$ cat config.mk
export PLATFORM = sky130hd
export DESIGN_NAME = pkrs_front
export DESIGN_NICKNAME = d
export VERILOG_FILES = /design/src/hw/rtl/pkrs_pkg.sv /design/src/hw/rtl/pkrs_front.sv
export SDC_FILE = /design/constraint.sdc
export NUM_CORES = 2
export LEC_CHECK = 0
export BUFFER_PORTS_ARGS = -buffer_cell sky130_fd_sc_hd__buf_2
export CORE_ASPECT_RATIO = 0.6
export CORE_MARGIN = 10
export CORE_UTILIZATION = 41
export DETAILED_ROUTE_END_ITERATION = 8
export MAX_ROUTING_LAYER = met4
export PLACE_DENSITY = 0.71
export SLEW_MARGIN = 20
export SYNTH_ARGS = -nofsm -noshare
export SYNTH_HDL_FRONTEND = slang
export SYNTH_SLANG_ARGS = --single-unit
$ cat constraint.sdc
create_clock -name i_clk -period 9 [get_ports i_clk]
set_input_delay 0 -clock i_clk [delete_from_list [all_inputs] [get_ports i_clk]]
set_output_delay 0 -clock i_clk [all_outputs]
set_load 0.1 [all_outputs]
$ cat src/hw/rtl/pkrs_pkg.sv
`default_nettype none
package pkrs_pkg;

    localparam int MEM_BYTES          = 8192;
    localparam int MAX_VALUE_BYTES    = 256;
    localparam int CHUNK_HEADER_BYTES = 32;
    localparam int ALIGN_BYTES        = 8;
    localparam int AREA_HEADER_BYTES  = 40;

    localparam int MEM_WORDS  = MEM_BYTES / 8;
    localparam int MEM_AW     = $clog2(MEM_WORDS);
    localparam int PTR_W      = MEM_AW + 1;
    localparam int STG_WORDS  = MAX_VALUE_BYTES / 8;
    localparam int STG_AW     = $clog2(STG_WORDS);
    localparam int LEN_W      = $clog2(MAX_VALUE_BYTES + 1);
    localparam int NW_W       = LEN_W - 2;
    localparam int RW_W       = $clog2(MAX_VALUE_BYTES / 8 + 3);
    localparam int COST_W     = $clog2(MAX_VALUE_BYTES + CHUNK_HEADER_BYTES + ALIGN_BYTES + 1);
    localparam int REG_W      = 14;
    localparam int JOBQ_DEPTH = 2;

    typedef enum logic [1:0] {
        CMD_PUT    = 2'd0,
        CMD_GET    = 2'd1,
        CMD_TEST   = 2'd2,
        CMD_REMOVE = 2'd3
    } t_cmd;

    typedef enum logic [2:0] {
        ST_OK       = 3'd0,
        ST_NOTFOUND = 3'd1,
        ST_NOSPACE  = 3'd2,
        ST_TOOLONG  = 3'd3,
        ST_STAGED   = 3'd4
    } t_status;

    typedef enum logic [2:0] {
        JOB_STAGED,
        JOB_TOOLONG,
        JOB_PUT,
        JOB_GET,
        JOB_TEST,
        JOB_REMOVE
    } t_kind;

    typedef struct packed {
        t_kind             kind;
        logic [63:0]       key;
        logic [LEN_W-1:0]  len;
        logic [63:0]       tail;
    } t_job;

    function automatic logic [COST_W-1:0] rec_cost(input logic [LEN_W-1:0] len);
        logic [COST_W-1:0] s;
        s = COST_W'(len) + COST_W'(CHUNK_HEADER_BYTES - 1);
        return ((s >> 3) << 3) + COST_W'(ALIGN_BYTES);
    endfunction

    function automatic logic [RW_W-1:0] rec_words(input logic [LEN_W-1:0] len);
        logic [LEN_W:0] s;
        s = {1'b0, len} + (LEN_W+1)'(7);
        return RW_W'(s >> 3) + RW_W'(2);
    endfunction

    function automatic logic [63:0] byte_mask(input logic [3:0] n);
        logic [63:0] m;
        m = '0;
        for (int i = 0; i < 8; i++) begin
            if (4'(i) < n) m[8*i +: 8] = 8'hff;
        end
        return m;
    endfunction

endpackage
`default_nettype wire

$ cat src/hw/rtl/pkrs_front.sv
`default_nettype none
module pkrs_front (
    input  wire logic                       i_clk,
    input  wire logic                       i_rst_n,
    input  wire logic                       i_accept,
    input  wire logic [1:0]                 i_command,
    input  wire logic [63:0]                i_key,
    input  wire logic [63:0]                i_data_word,
    input  wire logic [3:0]                 i_byte_count,
    input  wire logic                       i_last_word,
    input  wire logic                       i_cfg_we,
    input  wire logic                       i_commit_done,
    input  wire logic [pkrs_pkg::STG_AW-1:0] i_stg_raddr,
    output logic [63:0]                     o_stg_rdata,
    output logic                            o_commit_busy,
    output pkrs_pkg::t_job                  o_job
);
    import pkrs_pkg::*;

    logic [63:0]      r_stg [STG_WORDS];
    logic [LEN_W-1:0] r_len;
    logic             r_ovf;
    logic [63:0]      r_acc;
    logic             r_commit_busy;

    logic [3:0]       n;
    logic [3:0]       total;
    logic [127:0]     comb_w;
    logic [LEN_W:0]   sum_len;
    logic             ovf;
    logic             full_w;
    logic [63:0]      acc_nx;
    logic             stg_we;

    always_comb begin
        n       = (i_byte_count > 4'd8) ? 4'd8 : i_byte_count;
        total   = {1'b0, r_len[2:0]} + n;
        comb_w  = {64'b0, r_acc} | ({64'b0, i_data_word & byte_mask(n)} << {r_len[2:0], 3'b000});
        sum_len = {1'b0, r_len} + (LEN_W+1)'(n);
        ovf     = r_ovf || (sum_len > (LEN_W+1)'(MAX_VALUE_BYTES));
        full_w  = total >= 4'd8;
        acc_nx  = full_w ? comb_w[127:64] : comb_w[63:0];
        stg_we  = i_accept && (t_cmd'(i_command) == CMD_PUT) && !ovf && full_w;
    end

    always_comb begin
        o_job.key  = i_key;
        o_job.len  = sum_len[LEN_W-1:0];
        o_job.tail = acc_nx;
        unique case (t_cmd'(i_command))
            CMD_PUT:    o_job.kind = !i_last_word ? JOB_STAGED : (ovf ? JOB_TOOLONG : JOB_PUT);
            CMD_GET:    o_job.kind = JOB_GET;
            CMD_TEST:   o_job.kind = JOB_TEST;
            CMD_REMOVE: o_job.kind = JOB_REMOVE;
            default:    o_job.kind = JOB_GET;
        endcase
    end

    always_ff @(posedge i_clk) begin
        if (stg_we) begin
            r_stg[r_len[STG_AW+2:3]] <= comb_w[63:0];
        end
        o_stg_rdata <= r_stg[i_stg_raddr];
    end

    always_ff @(posedge i_clk) begin
        if (!i_rst_n || i_cfg_we) begin
            r_len         <= '0;
            r_ovf         <= 1'b0;
            r_acc         <= '0;
            r_commit_busy <= 1'b0;
        end else begin
            if (i_commit_done) r_commit_busy <= 1'b0;
            if (i_accept) begin
                if (t_cmd'(i_command) == CMD_PUT && !i_last_word) begin
                    r_ovf <= ovf;
                    if (!ovf) begin
                        r_len <= sum_len[LEN_W-1:0];
                        r_acc <= acc_nx;
                    end
                end else begin
                    r_len <= '0;
                    r_ovf <= 1'b0;
                    r_acc <= '0;
                    if (t_cmd'(i_command) == CMD_PUT && !ovf) r_commit_busy <= 1'b1;
                end
            end
        end
    end

    assign o_commit_busy = r_commit_busy;

endmodule
`default_nettype wire

======== Word-level counts from Yosys, hierarchy flattened ========
Memories as Yosys holds them, arrays and structs flattened. A register that Yosys moved wholly into a read port is not among the register bits.
Index checks and enable logic that the tools add are counted.
storage, ports and cells
  register bits after elaboration ......... 75
  memory bits (writable) .................. 2048
  bits of input ports ..................... 145
  output and inout bits ................... 205
  word-level logic and storage cells ...... 61
  memories kept ........................... 1
operators by class
  add/sub/neg operators ................... 2
  order comparisons ....................... 11
  equal/unequal tests ..................... 4
  shifts and indexed selects .............. 1
  mux-type cells .......................... 24
  bitwise gates (word level) .............. 2
  reduce and logical (&&, ||, !) cells .... 12
memories
  name   depth  width  rd ports  clocked after Yosys merged registers in  wr ports  line              source
  r_stg  32     64     1         1                                        1         pkrs_front.sv:20  logic [63:0] r_stg [STG_WORDS];
operator list
  kind                                                            count
  two-way mux 64 bit                                              3
  bitwise OR 64 x 128 -> 128 bit                                  1
  left shift 64 x 6 -> 128 bit                                    1
  AND 64 bit                                                      1
  two-way mux 8 bit                                               8
  two-way mux 9 bit                                               2
  < comparator 3 x 4 -> 1 bit, first input constant               4
  case mux 3 bit (4 select lines)                                 1
  adder 9 x 4 -> 10 bit                                           1
  greater-than comparator 10 x 9 -> 1 bit, second input constant  1
  < comparator 1 x 4 -> 1 bit, first input constant               2
  < comparator 2 x 4 -> 1 bit, first input constant               2
  two-way mux 1 bit                                               7
  logical AND 1 bit                                               5
  adder 3 x 4 -> 4 bit                                            1
  equality test 2 bit, second input constant                      2
  >= comparator 4 bit, second input constant                      1
  greater-than comparator 4 bit, second input constant            1
  two-way mux 2 bit                                               2
  two-way mux 4 bit                                               1
  zero test 1 bit                                                 3
  equality test 2 x 1 -> 1 bit, second input constant             1
  zero test 2 bit                                                 1
  logical OR 1 bit                                                2
  other kinds (2)                                                 2

======== Longest topological paths before layout ========
  depth after elaboration ................. 10
  depth in mapped cells ................... 15
  depth with buffers taken out ............ 10

======== Least setup slack after synthesis ========
OpenSTA, ideal clock, no wires.
  path kind ............................... in2reg
  from .................................... input port i_byte_count[3]
  to ...................................... memory r_stg[18][0] (enable)
  library setup time ...................... 645 ps
  data arrival time ....................... 9476 ps
  data required time ...................... 8355 ps
  slack ................................... -1122 ps
  cell stages on the path ................. 13
  path buffers ............................ 4
  cell sequence ........................... buf_2 clkbuf_1 buf_2 nor2b_1 ha_1 fa_1 nand3_1 nand2_1 xnor2_1 a2111oi_4 o21ai_2 buf_2 nor4_1
RTL lines
  element      line              source
  from (decl)  pkrs_front.sv:9   input wire logic [3:0] i_byte_count,
  to (decl)    pkrs_front.sv:20

==> out/qor.txt <==
======================================================================================
Result of the run                                                            completed
Maximum number of buffers from clock root to sink                                    4
HPWL after detailed placement                                                152200 um
Wire length reported by the detailed router                                  245500 um
GR Layer Usage met3                                                             3.599%
Pin count of the biggest net entering global routing                               122
Vias per cell                                                                    6.163
Iteration-0 DRC Markers                                                           6340
CP Max Fanout                                                                       46
Setup TNS                                                                         0 ns
# nets final                                                                      4461
Global routing usage on met2                                                    31.93%
Register bit count reported by yosys                                              2187
Initial antenna violation count                                                     16
Area enclosed by the die boundary                                          229900 um^2
Sort of element at the end of the critical path                            output port
Routability-driven placement congestion ratio                                   0.9685
Peak supply drop                                                           0.0001980 V
EDFF count, synth                                                                 2048
# setup viols final                                                                  0
Warnings from Yosys                                                                  0
Max-Slew Margin vs Limit                                                        23.04%
Count of input and output buffers                                                  221
Layout Skew                                                                 0.06728 ns
Proportion of layout cells with a drive suffix above 1                          33.14%
DRC violation count after routing                                                    0
Number of buffers inserted during clock tree synthesis                             197
Wire length of the first global-routing pass                                 344600 um
Count of pins on the block boundary                                                350
Area of the core                                                           209300 um^2
Library cell contributing the largest single delay on the critical path   sky130_fd_sc_hd__dfxtp_2
Highest-utilization routing layer at the global route stage                       met2
Via count                                                                        44630
Max incr delay on CP                                                           1.03 ns
Fraction of synthesis flops using an asynchronous set or reset pin                  0%
Drt pass-1 iters                                                                     6
Syn_nets                                                                          4164
Worst path bufs/invs                                                                 2
CP Data Required Time                                                          9.00 ns
CTS H-tree depth                                                                     4
Worst path cell trace                                                     ha_1 > a211o_1 > nand3_1 > nand2_4 > buf_4 > o2bb2ai_1 > buf_2
Leakage power                                                                 31.19 nW
Mux cell area share after synthesis                                             18.35%
Final worst hold slack                                                    0.0001304 ns
DIE WIDTH                                                                     612.3 um
Max Transition Viols Final                                                           0
Combinational family with the most area after synthesis                   multiplexers
Die boundary height                                                           375.4 um
FP Rows                                                                            130
Clock tree from TritonCTS                                                        built
XOR/XNOR share of the synthesized area                                        0.06088%
Number of global-route vias before repair                                        43340
Hold violation total from the final report                                           0
Final worst-path cycle share                                                    63.61%
Adder-Cell Fraction of Synth Area                                             0.08118%
Layout Area Growth over Synthesis                                               13.82%
Number of nets still failing antenna checks after routing                            0
Sort of element at the start of the critical path                                 flop
Number of sinks driven by the clock tree                                          2187
Kind of cell adding the most delay to the critical path                   simple AND/OR/NAND/NOR gates
Synth Area per Inst                                                         21.50 um^2
Power density over the cells                                              219.0 nW/um^2
Post-Syn Area                                                               86310 um^2
Routed length per instance                                                    33.90 um
WP data arrival                                                                5.72 ns
Clock latency on the worst-skew pair                                           0.87 ns
Compound-gate portion of the synthesized area                                   3.352%
Reg clk slew, reported paths                                                   0.07 ns
Number of buffers inserted to repair setup after CTS                                 0
Gate count of the mapped netlist                                                  4014
Total congestion overflow after global routing                                       0
Seq/Total Area, Yosys                                                           74.48%
Unique masters post-synth                                                           82
Effective utilization at floorplan                                              41.23%
Final critical path time including I/O delays and setup                       5.725 ns
Met1 track utilization from global routing                                      28.63%
Worst hold-check path type                                                input port to output port
Reported max-cap violation count                                                     0
Cell at the root of the clock tree                                        sky130_fd_sc_hd__clkbuf_16
Setup repair after global routing missed its margin                                 no
Actual transition at the worst max-transition pin                             1.154 ns
Global router's overall resource usage                                          21.47%
Top achievable clock speed                                                   174.7 MHz
Synth Area in Simple Gates                                                      1.861%
Primary FF master, synth                                                  sky130_fd_sc_hd__edfxtp_1
Crit Path Category                                                        flop to output port
======================================================================================
## cells in the final DEF, fill, tap and decap left out, types with 24 or more instances in the layout
master	n
sky130_fd_sc_hd__clkbuf_16	202
sky130_fd_sc_hd__a31oi_1	28
sky130_fd_sc_hd__nor2_1	30
sky130_fd_sc_hd__a32oi_1	24
sky130_fd_sc_hd__mux2i_1	64
sky130_fd_sc_hd__mux2_2	70
sky130_fd_sc_hd__nand2_1	128
sky130_fd_sc_hd__clkbuf_1	29
sky130_fd_sc_hd__dlygate4sd3_1	57
sky130_fd_sc_hd__buf_2	216
sky130_fd_sc_hd__a22o_1	30
sky130_fd_sc_hd__clkinv_2	35
sky130_fd_sc_hd__a211oi_1	24
sky130_fd_sc_hd__buf_4	133
sky130_fd_sc_hd__nor4_2	33
sky130_fd_sc_hd__o21ai_0	44
sky130_fd_sc_hd__dfxtp_1	137
sky130_fd_sc_hd__mux4_2	640
sky130_fd_sc_hd__clkinv_1	32
sky130_fd_sc_hd__edfxtp_1	2048
## stage by stage
stage / power, mW / cells / utilization [%] / setup WS [ns] / area, um^2
2_1_floorplan: 12.69 / 4014 / - / -1.122 / 86310
3_3_place_gp: 13.18 / 6826 / 43.56 / 3.713 / 91200
3_5_place_dp: 13.20 / 6826 / 43.57 / 3.666 / 91200
4_1_cts: 21.68 / 7234 / 46.91 / 3.381 / 98200
5_1_grt: 22.12 / 7236 / 46.92 / 3.212 / 98230
6_report: 21.51 / 7242 / 46.93 / 3.275 / 98240
## where the power goes
part / internal, mW / switching [mW] / total, mW
clock network: 4.76 / 3.78 / 8.54
registers: 11.2 / 0.0131 / 11.2
logic: 0.474 / 1.28 / 1.75
## final timing paths
kind / end / depth (start not counted) / startpoint / slack (ns)
setup / recovery: o_job[28] / 7 / r_len[0] / 3.28
hold / removal: o_job[112] / 0 / i_key[39] / 0.0001
setup reg to reg: r_stg[2][51] / 10 / r_len[0] / 3.50
hold reg to reg: r_acc[8] / 2 / r_acc[8] / 0.46
## synth_stat cells, types with 14 or more instances
cell | instances | area share [%]
sky130_fd_sc_hd__nand3_1 | 20 | 0.12
sky130_fd_sc_hd__clkbuf_1 | 175 | 0.76
sky130_fd_sc_hd__edfxtp_1 | 2048 | 71
sky130_fd_sc_hd__dfxtp_1 | 139 | 3.2
sky130_fd_sc_hd__mux4_2 | 640 | 17
sky130_fd_sc_hd__nand2_1 | 134 | 0.58
sky130_fd_sc_hd__a21oi_1 | 20 | 0.12
sky130_fd_sc_hd__buf_2 | 25 | 0.14
sky130_fd_sc_hd__mux2i_1 | 64 | 0.74
sky130_fd_sc_hd__a211oi_1 | 24 | 0.21
sky130_fd_sc_hd__nor4_1 | 48 | 0.35
sky130_fd_sc_hd__a22o_1 | 30 | 0.30
sky130_fd_sc_hd__a32o_1 | 21 | 0.24
sky130_fd_sc_hd__nor2_1 | 32 | 0.14
sky130_fd_sc_hd__a31oi_1 | 29 | 0.21
sky130_fd_sc_hd__buf_1 | 55 | 0.24
sky130_fd_sc_hd__mux2_2 | 70 | 0.91
sky130_fd_sc_hd__buf_4 | 65 | 0.57
sky130_fd_sc_hd__o21bai_1 | 14 | 0.12
sky130_fd_sc_hd__nor3_1 | 21 | 0.12
sky130_fd_sc_hd__o21ai_0 | 56 | 0.32
sky130_fd_sc_hd__inv_1 | 19 | 0.083
sky130_fd_sc_hd__a32oi_1 | 24 | 0.24
## cell type report
class | instances | area, um^2
Tap cell | 2772 | 3468
Inverter | 21 | 78.83
Timing Repair Buffer | 419 | 2885
Antenna cell | 7 | 17.52
Multi-Input combinational cell | 1485 | 21090
Clock buffer | 234 | 5205
Clock inverter | 117 | 1217
Sequential cell | 2187 | 64280
Fill cell | 16770 | 111100
## layer usage
metal | wire length [um] | up-vias
li1 | - | 17640
met1 | 94340 | 23850
met2 | 113400 | 2647
met3 | 21680 | 491
met4 | 16050 | 0
met5 | 0 | -
## registers in the layout, indices dropped and copies added, names as in the netlist
name	count
r_stg	2048
o_stg_rdata	64
r_acc	64
r_len	9
o_commit_busy	1
r_ovf	1
## cells by family after synthesis
family                   Yosys count
flip-flops                      2187
multiplexers                     774
AO/OA/AOI/OAI                    375
buffers and inverters            342
AND/OR/NAND/NOR                  325
XOR/XNOR                           6
adder cells (fa/ha/maj)            5
## repair_timing
action,CTS,global route
endpoints found under the setup margin,0,0
endpoints found under the hold margin,133,0
gates resized for setup,0,0
hold buffers,57,0
Power figures use the tool's default switching activity.
