### src/hw/rtl/pkrs_pkg.sv
`default_nettype none
package pkrs_pkg;

    localparam int MEM_BYTES          = 8192;
    localparam int MAX_VALUE_BYTES    = 256;
    localparam int CHUNK_HEADER_BYTES = 32;
    localparam int ALIGN_BYTES        = 8;
    localparam int AREA_HEADER_BYTES  = 40;

    localparam int MEM_WORDS  = MEM_BYTES / 8;
    localparam int MEM_AW     = $clog2(MEM_WORDS);
    localparam int PTR_W      = MEM_AW + 1;
    localparam int STG_WORDS  = MAX_VALUE_BYTES / 8;
    localparam int STG_AW     = $clog2(STG_WORDS);
    localparam int LEN_W      = $clog2(MAX_VALUE_BYTES + 1);
    localparam int NW_W       = LEN_W - 2;
    localparam int RW_W       = $clog2(MAX_VALUE_BYTES / 8 + 3);
    localparam int COST_W     = $clog2(MAX_VALUE_BYTES + CHUNK_HEADER_BYTES + ALIGN_BYTES + 1);
    localparam int REG_W      = 14;
    localparam int JOBQ_DEPTH = 2;

    typedef enum logic [1:0] {
        CMD_PUT    = 2'd0,
        CMD_GET    = 2'd1,
        CMD_TEST   = 2'd2,
        CMD_REMOVE = 2'd3
    } t_cmd;

    typedef enum logic [2:0] {
        ST_OK       = 3'd0,
        ST_NOTFOUND = 3'd1,
        ST_NOSPACE  = 3'd2,
        ST_TOOLONG  = 3'd3,
        ST_STAGED   = 3'd4
    } t_status;

    typedef enum logic [2:0] {
        JOB_STAGED,
        JOB_TOOLONG,
        JOB_PUT,
        JOB_GET,
        JOB_TEST,
        JOB_REMOVE
    } t_kind;

    typedef struct packed {
        t_kind             kind;
        logic [63:0]       key;
        logic [LEN_W-1:0]  len;
        logic [63:0]       tail;
    } t_job;

    function automatic logic [COST_W-1:0] rec_cost(input logic [LEN_W-1:0] len);
        logic [COST_W-1:0] s;
        s = COST_W'(len) + COST_W'(CHUNK_HEADER_BYTES - 1);
        return ((s >> 3) << 3) + COST_W'(ALIGN_BYTES);
    endfunction

    function automatic logic [RW_W-1:0] rec_words(input logic [LEN_W-1:0] len);
        logic [LEN_W:0] s;
        s = {1'b0, len} + (LEN_W+1)'(7);
        return RW_W'(s >> 3) + RW_W'(2);
    endfunction

    function automatic logic [63:0] byte_mask(input logic [3:0] n);
        logic [63:0] m;
        m = '0;
        for (int i = 0; i < 8; i++) begin
            if (4'(i) < n) m[8*i +: 8] = 8'hff;
        end
        return m;
    endfunction

endpackage
`default_nettype wire

### src/hw/rtl/pkrs_jobq.sv
`default_nettype none
module pkrs_jobq (
    input  wire logic           i_clk,
    input  wire logic           i_rst_n,
    input  wire logic           i_push,
    input  wire pkrs_pkg::t_job i_job,
    input  wire logic           i_pop,
    output logic                o_full,
    output logic                o_valid,
    output pkrs_pkg::t_job      o_job
);
    import pkrs_pkg::*;

    localparam int QA = (JOBQ_DEPTH > 1) ? $clog2(JOBQ_DEPTH) : 1;

    t_job            r_q [JOBQ_DEPTH];
    logic [QA-1:0]   r_wp;
    logic [QA-1:0]   r_rp;
    logic [QA:0]     r_cnt;

    function automatic logic [QA-1:0] inc(input logic [QA-1:0] a);
        return (a == QA'(JOBQ_DEPTH - 1)) ? '0 : a + QA'(1);
    endfunction

    assign o_full  = r_cnt == (QA+1)'(JOBQ_DEPTH);
    assign o_valid = r_cnt != '0;
    assign o_job   = r_q[r_rp];

    always_ff @(posedge i_clk) begin
        if (i_push) r_q[r_wp] <= i_job;
    end

    always_ff @(posedge i_clk) begin
        if (!i_rst_n) begin
            r_wp  <= '0;
            r_rp  <= '0;
            r_cnt <= '0;
        end else begin
            if (i_push) r_wp <= inc(r_wp);
            if (i_pop)  r_rp <= inc(r_rp);
            r_cnt <= r_cnt + (QA+1)'(i_push) - (QA+1)'(i_pop);
        end
    end

endmodule
`default_nettype wire

### config.mk
export PLATFORM = sky130hd
export DESIGN_NAME = pkrs_jobq
export DESIGN_NICKNAME = d
export VERILOG_FILES = /design/src/hw/rtl/pkrs_pkg.sv /design/src/hw/rtl/pkrs_jobq.sv
export SDC_FILE = /design/constraint.sdc
export NUM_CORES = 1
export LEC_CHECK = 0
export BUFFER_PORTS_ARGS = -buffer_cell sky130_fd_sc_hd__buf_2
export CAP_MARGIN = 10
export CORE_ASPECT_RATIO = 1.2
export CORE_MARGIN = 1.5
export CORE_UTILIZATION = 52
export CTS_BUF_LIST = sky130_fd_sc_hd__clkbuf_16
export DETAILED_ROUTE_END_ITERATION = 6
export PLACE_DENSITY = 0.79
export SYNTH_ARGS = -nofsm -noshare
export SYNTH_HDL_FRONTEND = slang
export SYNTH_SLANG_ARGS = --single-unit
### constraint.sdc
create_clock -name i_clk -period 9.75 [get_ports i_clk]
set_input_delay 0.4875 -clock i_clk [delete_from_list [all_inputs] [get_ports i_clk]]
set_output_delay 0.4875 -clock i_clk [all_outputs]
set_load 0.02 [all_outputs]
## Yosys cells after proc, flatten, opt, wreduce, memory -nomap -nowiden

Memory sizes are Yosys's and may differ from the RTL's. A register that Yosys moved wholly into a read port is not among the register bits.
Cells that the tools add are included.

- Flip-flop bits (word level): 4
- Memory bits (writable): 280
- Input port bits: 144
- Memories: 1

Memories:

| name | words | bits a word | rd ports | clocked after memory_dff | write ports | RTL line | RTL |
|---|---|---|---|---|---|---|---|
| r_q | 2 | 140 | 1 | 1 | 1 | pkrs_jobq.sv:16 | `t_job r_q [JOBQ_DEPTH];` |

- Add/sub/neg operators: 4
- Equality and inequality tests: 1
- Mux-type cells: 6
- Reductions and logical operators: 1

Operators with widths:

| operator | number |
|---|---|
| 2-to-1 mux 1 bit | 6 |
| adder 1 bit (second input constant) | 2 |
| adder 2 x 1 -> 2 bit | 1 |
| == test 2 bit (second input constant) | 1 |
| nonzero test 2 bit | 1 |
| subtractor 2 x 1 -> 2 bit | 1 |

## Logic depth before layout (Yosys ltp)

Gate-level depths: netlist of run 1.

- Depth after elaboration: 4
- Depth in mapped cells: 6
- Mapped depth without buffers: 6

## Least setup slack after synthesis of run 1

OpenSTA, ideal clock, no wires.

- Kind: input to register
- Start: input i_push
- End: memory r_q[0][0] in the netlist's numbering, enable pin
- Setup time: 0.658 ns
- Arrival time: 6.579 ns
- Data required time: 9.092 ns
- Setup slack: 2.513 ns
- Stages on the path: 1
- Path through: nor2b_1

- Cells in the longest elaborated chain, start to end: 2

RTL lines:

| element | RTL line | RTL |
|---|---|---|
| start: declaration | pkrs_jobq.sv:5 | `input wire logic i_push,` |
| 2-to-1 mux 1 bit | pkrs_jobq.sv:30 | `if (i_push) r_q[r_wp] <= i_job;` |
| 2-to-1 mux 1 bit (not written as such) | pkrs_jobq.sv:30 |  |
| end: declaration | pkrs_jobq.sv:16 |  |

No other way between the ends.

==> results of run 1 <==
==> power groups by stage <==
stage                     clock network [mW]  registers (mW)  logic [mW]
after floorplan                            0            1.47       0.247
after CTS                               1.00            1.44       0.354
after global routing                    1.05            1.45       0.370
after global placement                     0            1.47       0.342
final                                  0.983            1.44       0.348
after detailed placement                   0            1.47       0.352
==> flip-flops by register name (all words and copies together) (netlist names), named ones only <==
signal  cells
r_cnt       2
r_q       280
r_rp        1
r_wp        1
==> cells in the final DEF (no fill, tap or decap), types with 2 or more instances in the layout <==
master and instances:
clkinv_1 5, clkbuf_16 27, and2_1 3, mux2_2 40
dfxtp_1 4, edfxtp_1 280, buf_4 5, clkinv_2 6
mux2_4 100, bufinv_16 2, nor2b_1 3, inv_1 7
buf_2 285, ha_1 2, clkinvlp_4 3
==> layer usage <==
metal	up-vias	routed length, µm
met4	2	611
li1	2426	-
met2	228	10330
met1	2589	7268
met5	-	13
met3	44	1679
==> stage by stage <==
step | instance area (µm²) | cells | util | power (mW) | hold WS (ns)
after global routing | 13230 | 1046 | 0.6534 | 2.868 | 0.1231
after floorplan | 10750 | 457 | - | 1.712 | 0.5546
after CTS | 13230 | 1045 | 0.6533 | 2.801 | 0.1272
after detailed placement | 12400 | 996 | 0.6121 | 1.822 | 0.5672
final | 13230 | 1046 | 0.6534 | 2.775 | 0.1480
after global placement | 12400 | 996 | 0.6121 | 1.807 | 0.5809
==> cell families (layout without fill, tap and decap cells) <==
kind of cell    after synthesis  after routing
flops                       285            285
mux                         140            140
fa+ha+maj                     2              2
compound gates                1              1
buf+inv                      18            341
other cells                   0              1
xor+xnor                      2              2
simple gates                  9              9
==> worst max-delay path, stage by stage (launching register included) <==
cell     delay, ns
dfxtp_4       0.77
buf_4         0.78
buf_4         0.80
mux2_2        0.43
buf_2         0.16
==> cell type report <==
class,instances,area share
Antenna cell,1,0.0001891
Clock buffer,27,0.05105
Clock inverter,22,0.01201
Inverter,2,0.0005673
Multi-Input combinational cell,154,0.1573
Sequential cell,285,0.6432
Tap cell,265,0.02505
Timing Repair Buffer,290,0.1106
==> worst max path at each step <==
stage	slack (ns)	endpoint	cells after the start	start
2_1_floorplan	2.51	r_q[0][0]$_DFFE_PP_	1	i_push
3_3_place_gp	6.28	o_job[15]	4	flip-flop
3_5_place_dp	6.19	o_job[16]	4	flip-flop
4_1_cts	5.60	o_job[16]	4	flip-flop
5_1_grt	5.48	o_job[129]	4	flip-flop
6_report	5.69	o_job[134]	4	flip-flop
==> results.yml, run 1 <==
pwr:
  p_int_mw: 2.131
  p_switching_uw: 643.5
  leakage_nw: 5.215
  power_frac_clock: 0.354
  swShare: 0.2319
  peakVddDrop_uv: 162.3
  power_density_mw_per_mm2: 209.7
  p_comb_frac: 0.125
  pwr-share-seq: 0.520
run_status:
  outcome: "completed"
worst_setup_path:
  critPathRequiredTime_ns: 9.26
  worstPathArrival_ns: 3.57
  worst-path-max-fanout: 53
  rr_startpoint: "r_wp$_SDFFE_PN0P_"
  cp-start-kind: "flip-flop"
  ff2ff_path_depth: 2
  crit_type: "reg2out"
  reg2reg_to: "r_q[1][27]$_DFFE_PP_"
  reg2reg_slack_ns: 7.24
  cp-end-kind: "primary output"
floorplanning:
  initial_core_util: 0.5306
  die_x_um: 134.2
  die-area_mm2: 0.02154
  io_pins: 286
  coreArea_mm2: 0.02025
  fp.dieH_um: 160.5
  rows: 57
hold_path:
  hold_depth: 1
  hp-class: "in2reg"
  min_to: "r_q[1][91]$_DFFE_PP_"
  hold_start: "i_job[91]"
clock_network:
  cts_tree: "yes"
  cts_buffers: 27
  cts.clk_slew.worst_paths_ns: 0.07
  cts_resized: 0
  cts_hold_buf: 0
  clock-sinks: 285
  htreeDepth: 1
  clock_latency_ns: 0.53
  root_buffer: "clkbuf_16"
  cts_buffer_depth: 3
  postCtsSetupBuffers: 0
global_routing:
  track_usage: 0.1801
  use_met1: 0.2068
  grt_max_degree: 74
  met3_usage: 0.05366
  antenna_found_initial: 2
  grt_pass1_vias: 5701
  overflow: 0
  use_met2: 0.3161
  grt_pass1_wl_mm: 29.95
  grt.busiest_layer: "met2"
placement:
  place.gp.congestion: 0.7543
  port-buffer-count: 285
  hpwl_mm: 13.16
  dp_slack_ns: 6.189
synthesis:
  syn_area_mm2: 0.01075
  yosys_warnings: 0
  synth_most_common_cell: "edfxtp_1"
  syn-num-nets: 603
  synth_top_cell_by_area: "edfxtp_1"
  synth_xor_xnor_area_share: 0.002911
  synth_edf_count: 280
  synth_compound_area_frac: 0.0006986
  synth_common_cells: "edfxtp_1, mux2_4, mux2_2"
  avgSynthCellArea_um2: 23.52
  synth-main-ff-cell: "edfxtp_1"
  synth_fa_ha_area_frac: 0.002329
  ys_ff_latch: 285
  ys_types: 15
  synth_top_family_by_area: "multiplexers"
  synthCells: 457
  yosys-top-cells-area: "edfxtp_1, mux2_4, mux2_2"
  synth-simple-area-share: 0.005239
  muxShareOfSynthArea: 0.1816
  synth_top_area_frac: 0.7824
  async_reset_ff_frac: 0
  yosysSeqAreaShare: 0.7917
timing:
  slew_viol_final: 0
  rsz0062_at_grt: "false"
  fin_setup_tns_ns: 0
  fin_crit_sh: 0.4160
  fmax_ghz: 0.2465
  relSlewSlack: 0.3361
  timing.final.crit_period_ns: 4.056
  setup_slack_ns: 5.694
  fin_worst_skew_ns: 0.009625
  hold_viol_final: 0
  worst_pin_slew_ns: 0.9959
  setup_viol: 0
layout:
  nFillCells: 1405
  multi_input_area_mm2: 0.002082
  nets: 906
  seq_area_mm2: 0.008512
  syn_to_final_growth_pct: 23.15
  drive_gt1_frac: 0.6064
detailed_routing:
  drt-total-wl_mm: 19.91
  dr.pass1.iters: 4
  antenna_left: 0
  drtIter0Drc: 267
  vias_per_cell: 5.056
  wl_per_cell_um: 19.03
  vias: 5289
  drc_errors: 0
job:
  drv_cap: 0
(Power assumes the default switching activity.)
==> inputs of run 2 (changes only) <==
--- a/config.mk
+++ b/config.mk
@@ -5,6 +5,7 @@
 export SDC_FILE = /design/constraint.sdc
 export NUM_CORES = 1
 export LEC_CHECK = 0
+export ABC_AREA = 1
 export BUFFER_PORTS_ARGS = -buffer_cell sky130_fd_sc_hd__buf_2
 export CAP_MARGIN = 10
 export CORE_ASPECT_RATIO = 1.2
==> constraint.sdc (replaced) <==
create_clock -name i_clk -period 3.9 [get_ports i_clk]
set_input_delay 0.195 -clock i_clk [delete_from_list [all_inputs] [get_ports i_clk]]
set_output_delay 0.195 -clock i_clk [all_outputs]
set_load 0.02 [all_outputs]
==> run 2 against run 1 <==
  * Worst hold slack better by 0.25 ns
  * Critical path type unchanged
  * Die area is essentially flat
  * Global-route usage is 3.3 points higher
  * Synthesized area is essentially flat
  * Clock power rose to 2.7 times the previous value
  * Register-to-register slack worse by 5.3 ns
  * Combinational power grew to 2.6 times the previous value
  * First-iteration DRC count rose by 7.9%
  * Critical endpoint is now o_job[136]
==> results.yml, run 2 <==
synthesis:
  ys_types: 13
  yosysSeqAreaShare: 0.7919
  synth-main-ff-cell: "edfxtp_1"
  synth_most_common_cell: "edfxtp_1"
  yosys-top-cells-area: "edfxtp_1, mux2_4, mux2_2"
  syn_area_mm2: 0.01074
  synthCells: 469
  synth_common_cells: "edfxtp_1, mux2_4, mux2_2"
  synth_edf_count: 280
  syn-num-nets: 615
  ys_ff_latch: 285
  yosys_warnings: 0
  synth_top_area_frac: 0.7826
  avgSynthCellArea_um2: 22.91
  async_reset_ff_frac: 0
  synth_top_cell_by_area: "edfxtp_1"
timing:
  timing.final.crit_period_ns: 2.334
  hold_viol_final: 0
  setup_viol: 0
  fin_setup_tns_ns: 0
  fin_worst_skew_ns: 0.01282
  slew_viol_final: 0
  relSlewSlack: 0.3596
  rsz0062_at_grt: "false"
  fin_crit_sh: 0.5984
  fmax_ghz: 0.4285
  worst_pin_slew_ns: 0.9605
layout:
  syn_to_final_growth_pct: 37.42
  antennaDiodeCount: 0
  design_area_mm2: 0.01476
  final_common_cell: "buf_2"
  nets: 1061
  largest_reg_flops: 280
  max_flop_register: "r_q"
  final_cell_mix: "buf_2, edfxtp_1, dlygate4sd3_1"
  post-route-util: 0.7289
  top_regs: "r_q: 280 flops, r_cnt: 2 flops"
  drive_gt1_frac: 0.5048
hold_path:
  hp-class: "in2reg"
placement:
  hpwl_mm: 13.15
  dpl_cell_area_mm2: 0.01243
  port-buffer-count: 285
  place.gp.congestion: 0.7416
floorplanning:
  io_pins: 286
  initial_core_util: 0.5305
  die-area_mm2: 0.02154
  rows: 57
  fp.dieH_um: 160.5
  coreArea_mm2: 0.02025
  die_x_um: 134.2
pwr:
  peakVddDrop_uv: 412.0
  power_mw: 7.168
  leakage_nw: 5.883
  power_density_mw_per_mm2: 485.5
worst_setup_path:
  crit_type: "reg2out"
  worst-path-max-fanout: 62
  cp-end-kind: "primary output"
  reg2reg_slack_ns: 1.99
  cp-start-kind: "flip-flop"
  worstPathArrival_ns: 2.14
  critPathRequiredTime_ns: 3.70
global_routing:
  track_usage: 0.2130
  grt_pass1_wl_mm: 35.21
  grt_max_degree: 74
  antenna_found_initial: 0
  grt_pass1_vias: 6717
  overflow: 0
detailed_routing:
  dr.pass1.iters: 4
  antenna_left: 0
  drc_errors: 0
  vias: 6023
  drtIter0Drc: 288
  wl_per_cell_um: 19.60
  vias_per_cell: 5.028
  drt-total-wl_mm: 23.49
clock_network:
  cts_tree: "yes"
  cts.clk_slew.worst_paths_ns: 0.06
  cts_buffer_depth: 3
  htreeDepth: 1
  root_buffer: "clkbuf_16"
  cts_buffers: 27
  clock-sinks: 285
  clock_latency_ns: 0.52
  cts_resized: 0
job:
  drv_cap: 0
run_status:
  outcome: "completed"
[run 2: cell types whose count changed after synthesis, sizes merged, moves of 4 or more]
cell / before / now
nand2: 0 / 9
nor2: 0 / 8
inv: 2 / 7
and2: 4 / 0
nor2b: 4 / 0
[run 2: cells by family after synthesis]
| group | share of synthesized area |
|---|---|
| adder cells (fa/ha/maj) | 0.002329 |
| AO/OA/AOI/OAI | 0.0004654 |
| buffers and inverters | 0.01724 |
| AND/OR/NAND/NOR | 0.006404 |
| flip-flops | 0.7919 |
| multiplexers | 0.1817 |
[run 2: final cells by class]
cell class                 count  area [µm²]
timing repair buffer         433        2933
inverter                       7       31.28
clock buffer                  27       675.6
sequential                   285        8512
multi-input combinational    161        2058
clock inverter                20       222.7
tap                          265       331.6
fill                        1209        5490
[run 2: worst paths after layout]
path / start / depth (start not counted) / end
worst max-delay path: flip-flop / 3 / o_job[136]
worst min-delay path: i_job[17] / 2 / r_q[0][17]$_DFFE_PP_
worst max register to register: r_wp$_SDFFE_PN0P_ / 3 / r_q[1][17]$_DFFE_PP_
worst min register to register: r_rp$_SDFFE_PN0P_ / 2 / r_rp$_SDFFE_PN0P_
[run 2: metal layers]
| layer | GRT usage | wire, µm |
|---|---|---|
| met5 | 0 | 0 |
| met4 | 0.08016 | 785 |
| met3 | 0.05019 | 1567 |
| met2 | 0.4028 | 12810 |
| met1 | 0.2276 | 8318 |
[run 2: critical path, cell delays in order, from the launching register on]
cell and delay [ns]:
dfxtp_4 0.59, buf_12 0.39, mux2_2 0.40, buf_2 0.16
[run 2: power breakdown]
part           switching (mW)  internal [mW]  total, mW  leakage [nW]
Combinational           0.482          0.433      0.915          2.76
Clock                    1.06           1.58       2.65         0.457
Sequential             0.0556           3.55       3.61          2.67
[run 2: what timing repair did]
action                    in CTS  in global routing
hold endpoints to repair     285                  0
hold buffers                 143                  0
buffers inserted               0                  0
[run 2: stage by stage]
step | worst slack, ns | cells | hold slack, ns
finish | 1.566 | 1198 | 0.3969
global route | 1.468 | 1198 | 0.3768
CTS | 1.536 | 1198 | 0.3680
detailed placement | 1.981 | 1008 | 0.3865
global placement | 2.047 | 1008 | 0.3830
floorplan | 0.2325 | 469 | 0.2885
==> inputs of run 3 (changes only) <==
--- a/config.mk
+++ b/config.mk
@@ -10,10 +10,10 @@
 export CAP_MARGIN = 10
 export CORE_ASPECT_RATIO = 1.2
 export CORE_MARGIN = 1.5
-export CORE_UTILIZATION = 52
+export CORE_UTILIZATION = 47
 export CTS_BUF_LIST = sky130_fd_sc_hd__clkbuf_16
 export DETAILED_ROUTE_END_ITERATION = 6
-export PLACE_DENSITY = 0.79
+export PLACE_DENSITY = 0.75
 export SYNTH_ARGS = -nofsm -noshare
 export SYNTH_HDL_FRONTEND = slang
 export SYNTH_SLANG_ARGS = --single-unit
==> constraint.sdc (replaced) <==
create_clock -name i_clk -period 1.9 [get_ports i_clk]
set_input_delay 0.095 -clock i_clk [delete_from_list [all_inputs] [get_ports i_clk]]
set_output_delay 0.095 -clock i_clk [all_outputs]
set_load 0.02 [all_outputs]
==> run 3 against run 2 <==
  * Sequential cell count unchanged
  * Utilization shrank 4.8 points
  * Setup slack got worse by 1.6 ns
  * Design area increased by 3.5%
  * Global-route usage shrank 3.5 points
  * Sequential power grew 100%
  * Combinational power is 120% higher
  * First-iteration DRC count down 4.2%
  * Clock-buffer cell count increased by 2
  * Clock power rose by 110%
  * Clock skew up 0.0020 ns
  * Via count is 0.91% lower
  * Largest power group unchanged
==> results.yml, run 3 (same netlist as run 2, synthesis figures left out) <==
run_status:
  outcome: "completed"
job:
  drv_cap: 0
detailed_routing:
  drt-total-wl_mm: 22.31
  vias_per_cell: 4.840
  wl_per_cell_um: 18.10
  vias: 5968
  drc_errors: 0
  dr.pass1.iters: 4
  drtIter0Drc: 276
  antenna_left: 0
timing:
  fin_worst_skew_ns: 0.01484
  worst_pin_slew_ns: 0.4769
  relSlewSlack: 0.6821
  fin_hold_ws_ns: 0.2916
  hold_viol_final: 0
  fmax_ghz: 0.5267
  rsz0062_at_grt: "true"
  fin_crit_sh: 0.9993
  slew_viol_final: 0
  setup_viol: 0
  timing.final.crit_period_ns: 1.899
layout:
  nets: 1077
  final_common_cell: "edfxtp_1"
  finish.cell_count_without_fillers: 1233
  max_flop_register: "r_q"
  syn_to_final_growth_pct: 42.22
  largest_reg_flops: 280
  nFillCells: 1415
  final_cell_mix: "edfxtp_1, buf_2, dlygate4sd3_1"
  top_regs: "r_q: 280 flops, r_cnt: 2 flops"
  drive_gt1_frac: 0.5116
worst_setup_path:
  worstPathArrival_ns: 1.80
  ff2ff_path_depth: 5
  worst-path-max-fanout: 39
  crit_type: "reg2out"
  critPathRequiredTime_ns: 1.80
  rr_startpoint: "r_wp$_SDFFE_PN0P_"
  critical_path_buf_inv_count: 3
  reg2reg_slack_ns: 0.15
  critPathTopFamily: "buffers and inverters"
  crit_chain: "buf_12, buf_16, mux2_4, buf_2"
  crit_slowest_cell: "dfxtp_4"
  reg2reg_to: "r_wp$_SDFFE_PN0P_"
  cp-start-kind: "flip-flop"
  max_stage_delay_ns: 0.38
  cp-end-kind: "primary output"
hold_path:
  hp-class: "in2reg"
  min_to: "r_q[1][133]$_DFFE_PP_"
  hold_depth: 2
  hold_start: "i_job[133]"
clock_network:
  root_buffer: "clkbuf_16"
  htreeDepth: 1
  clock-sinks: 285
  clock_latency_ns: 0.53
  cts.clk_slew.worst_paths_ns: 0.06
  cts_buffer_depth: 3
  cts_buffers: 28
  cts_tree: "yes"
pwr:
  peakVddDrop_uv: 825.9
  power_density_mw_per_mm2: 973.9
  leakage_nw: 6.092
floorplanning:
  fp.dieH_um: 168.6
  rows: 60
  die_x_um: 141.0
  initial_core_util: 0.4787
  io_pins: 286
  coreArea_mm2: 0.02245
  die-area_mm2: 0.02378
placement:
  dp_cells: 1027
  place.gp.congestion: 0.7165
  port-buffer-count: 285
  hpwl_mm: 12.96
global_routing:
  grt_pass1_vias: 6490
  grt_pass1_wl_mm: 32.86
  overflow: 0
  grt_max_degree: 81
  antenna_found_initial: 3
  track_usage: 0.1777
==> run 3: changes by cell type in the layout (fill, tap and decap cells not counted), sizes merged, moves of 2 or more <==
cell / delta
clkbuf: +3
clkinv: +6
buf: +12
inv: -2
diode: +2
dlygate4sd3: +2
==> run 3: metal layers <==
metal / GRT usage / vias up / routed length [µm]
li1: - / 2779 / -
met4: 0.06341 / 2 / 615
met3: 0.04781 / 48 / 1490
met5: 0 / - / 10
met1: 0.1967 / 2912 / 8388
met2: 0.3273 / 227 / 11810
==> run 3: cell type report <==
class	count	area, µm²	area share
inverters	7	30.03	0.001965
diodes	2	5.005	0.0003275
multi-input cells	161	2061	0.1349
repair buffers	448	3397	0.2223
clock inverters	22	198.9	0.01302
flip-flops and latches	285	8513	0.5572
clock buffers	29	725.7	0.04749
well taps	279	349.1	0.02285
==> run 3: worst max path at each step <==
stage                                 start                   to  slack, ns  depth (start not counted)
after floorplan           r_wp$_SDFFE_PN0P_  r_q[1][0]$_DFFE_PP_      -0.97                          2
after global placement            flip-flop             o_job[3]       0.41                          3
after detailed placement          flip-flop             o_job[3]       0.42                          3
after CTS                         flip-flop           o_job[105]      -0.03                          4
after global routing              flip-flop           o_job[106]      -0.07                          4
final                             flip-flop           o_job[106]      0.001                          4
==> run 3: what timing repair did <==
action | CTS | global route
hold buffers | 145 | 0
resized for setup | 31 | 40
setup endpoints to repair | 131 | 69
hold endpoints to repair | 285 | 0
buffers inserted | 6 | 0
cloned | 1 | 1
==> run 3: where the power goes <==
part	switching (mW)	internal, mW
Sequential	0.0887	7.28
Clock	2.17	3.28
Combinational	1.02	1.03
==> run 3: worst reg2reg max path: stages (launching register included) <==
cell           delay (ns)
dfxtp_2              0.37
nand2_2              0.08
nand2_1              0.06
dlygate4sd3_1        0.55
nor2_1               0.04
dlygate4sd3_1        0.54
==> run 3: metrics by stage <==
stage,area [µm²],util,power [mW],setup slack [ns],setup TNS [ns]
after floorplan,10760,-,8.580,-0.9680,-261.65
after global placement,12540,0.5588,9.116,0.4067,0
after detailed placement,12540,0.5588,9.159,0.4214,0
after CTS,15120,0.6736,14.95,-0.02781,-0.5652
after global routing,15280,0.6807,15.39,-0.06677,-2.243
final,15280,0.6807,14.88,0.001256,0
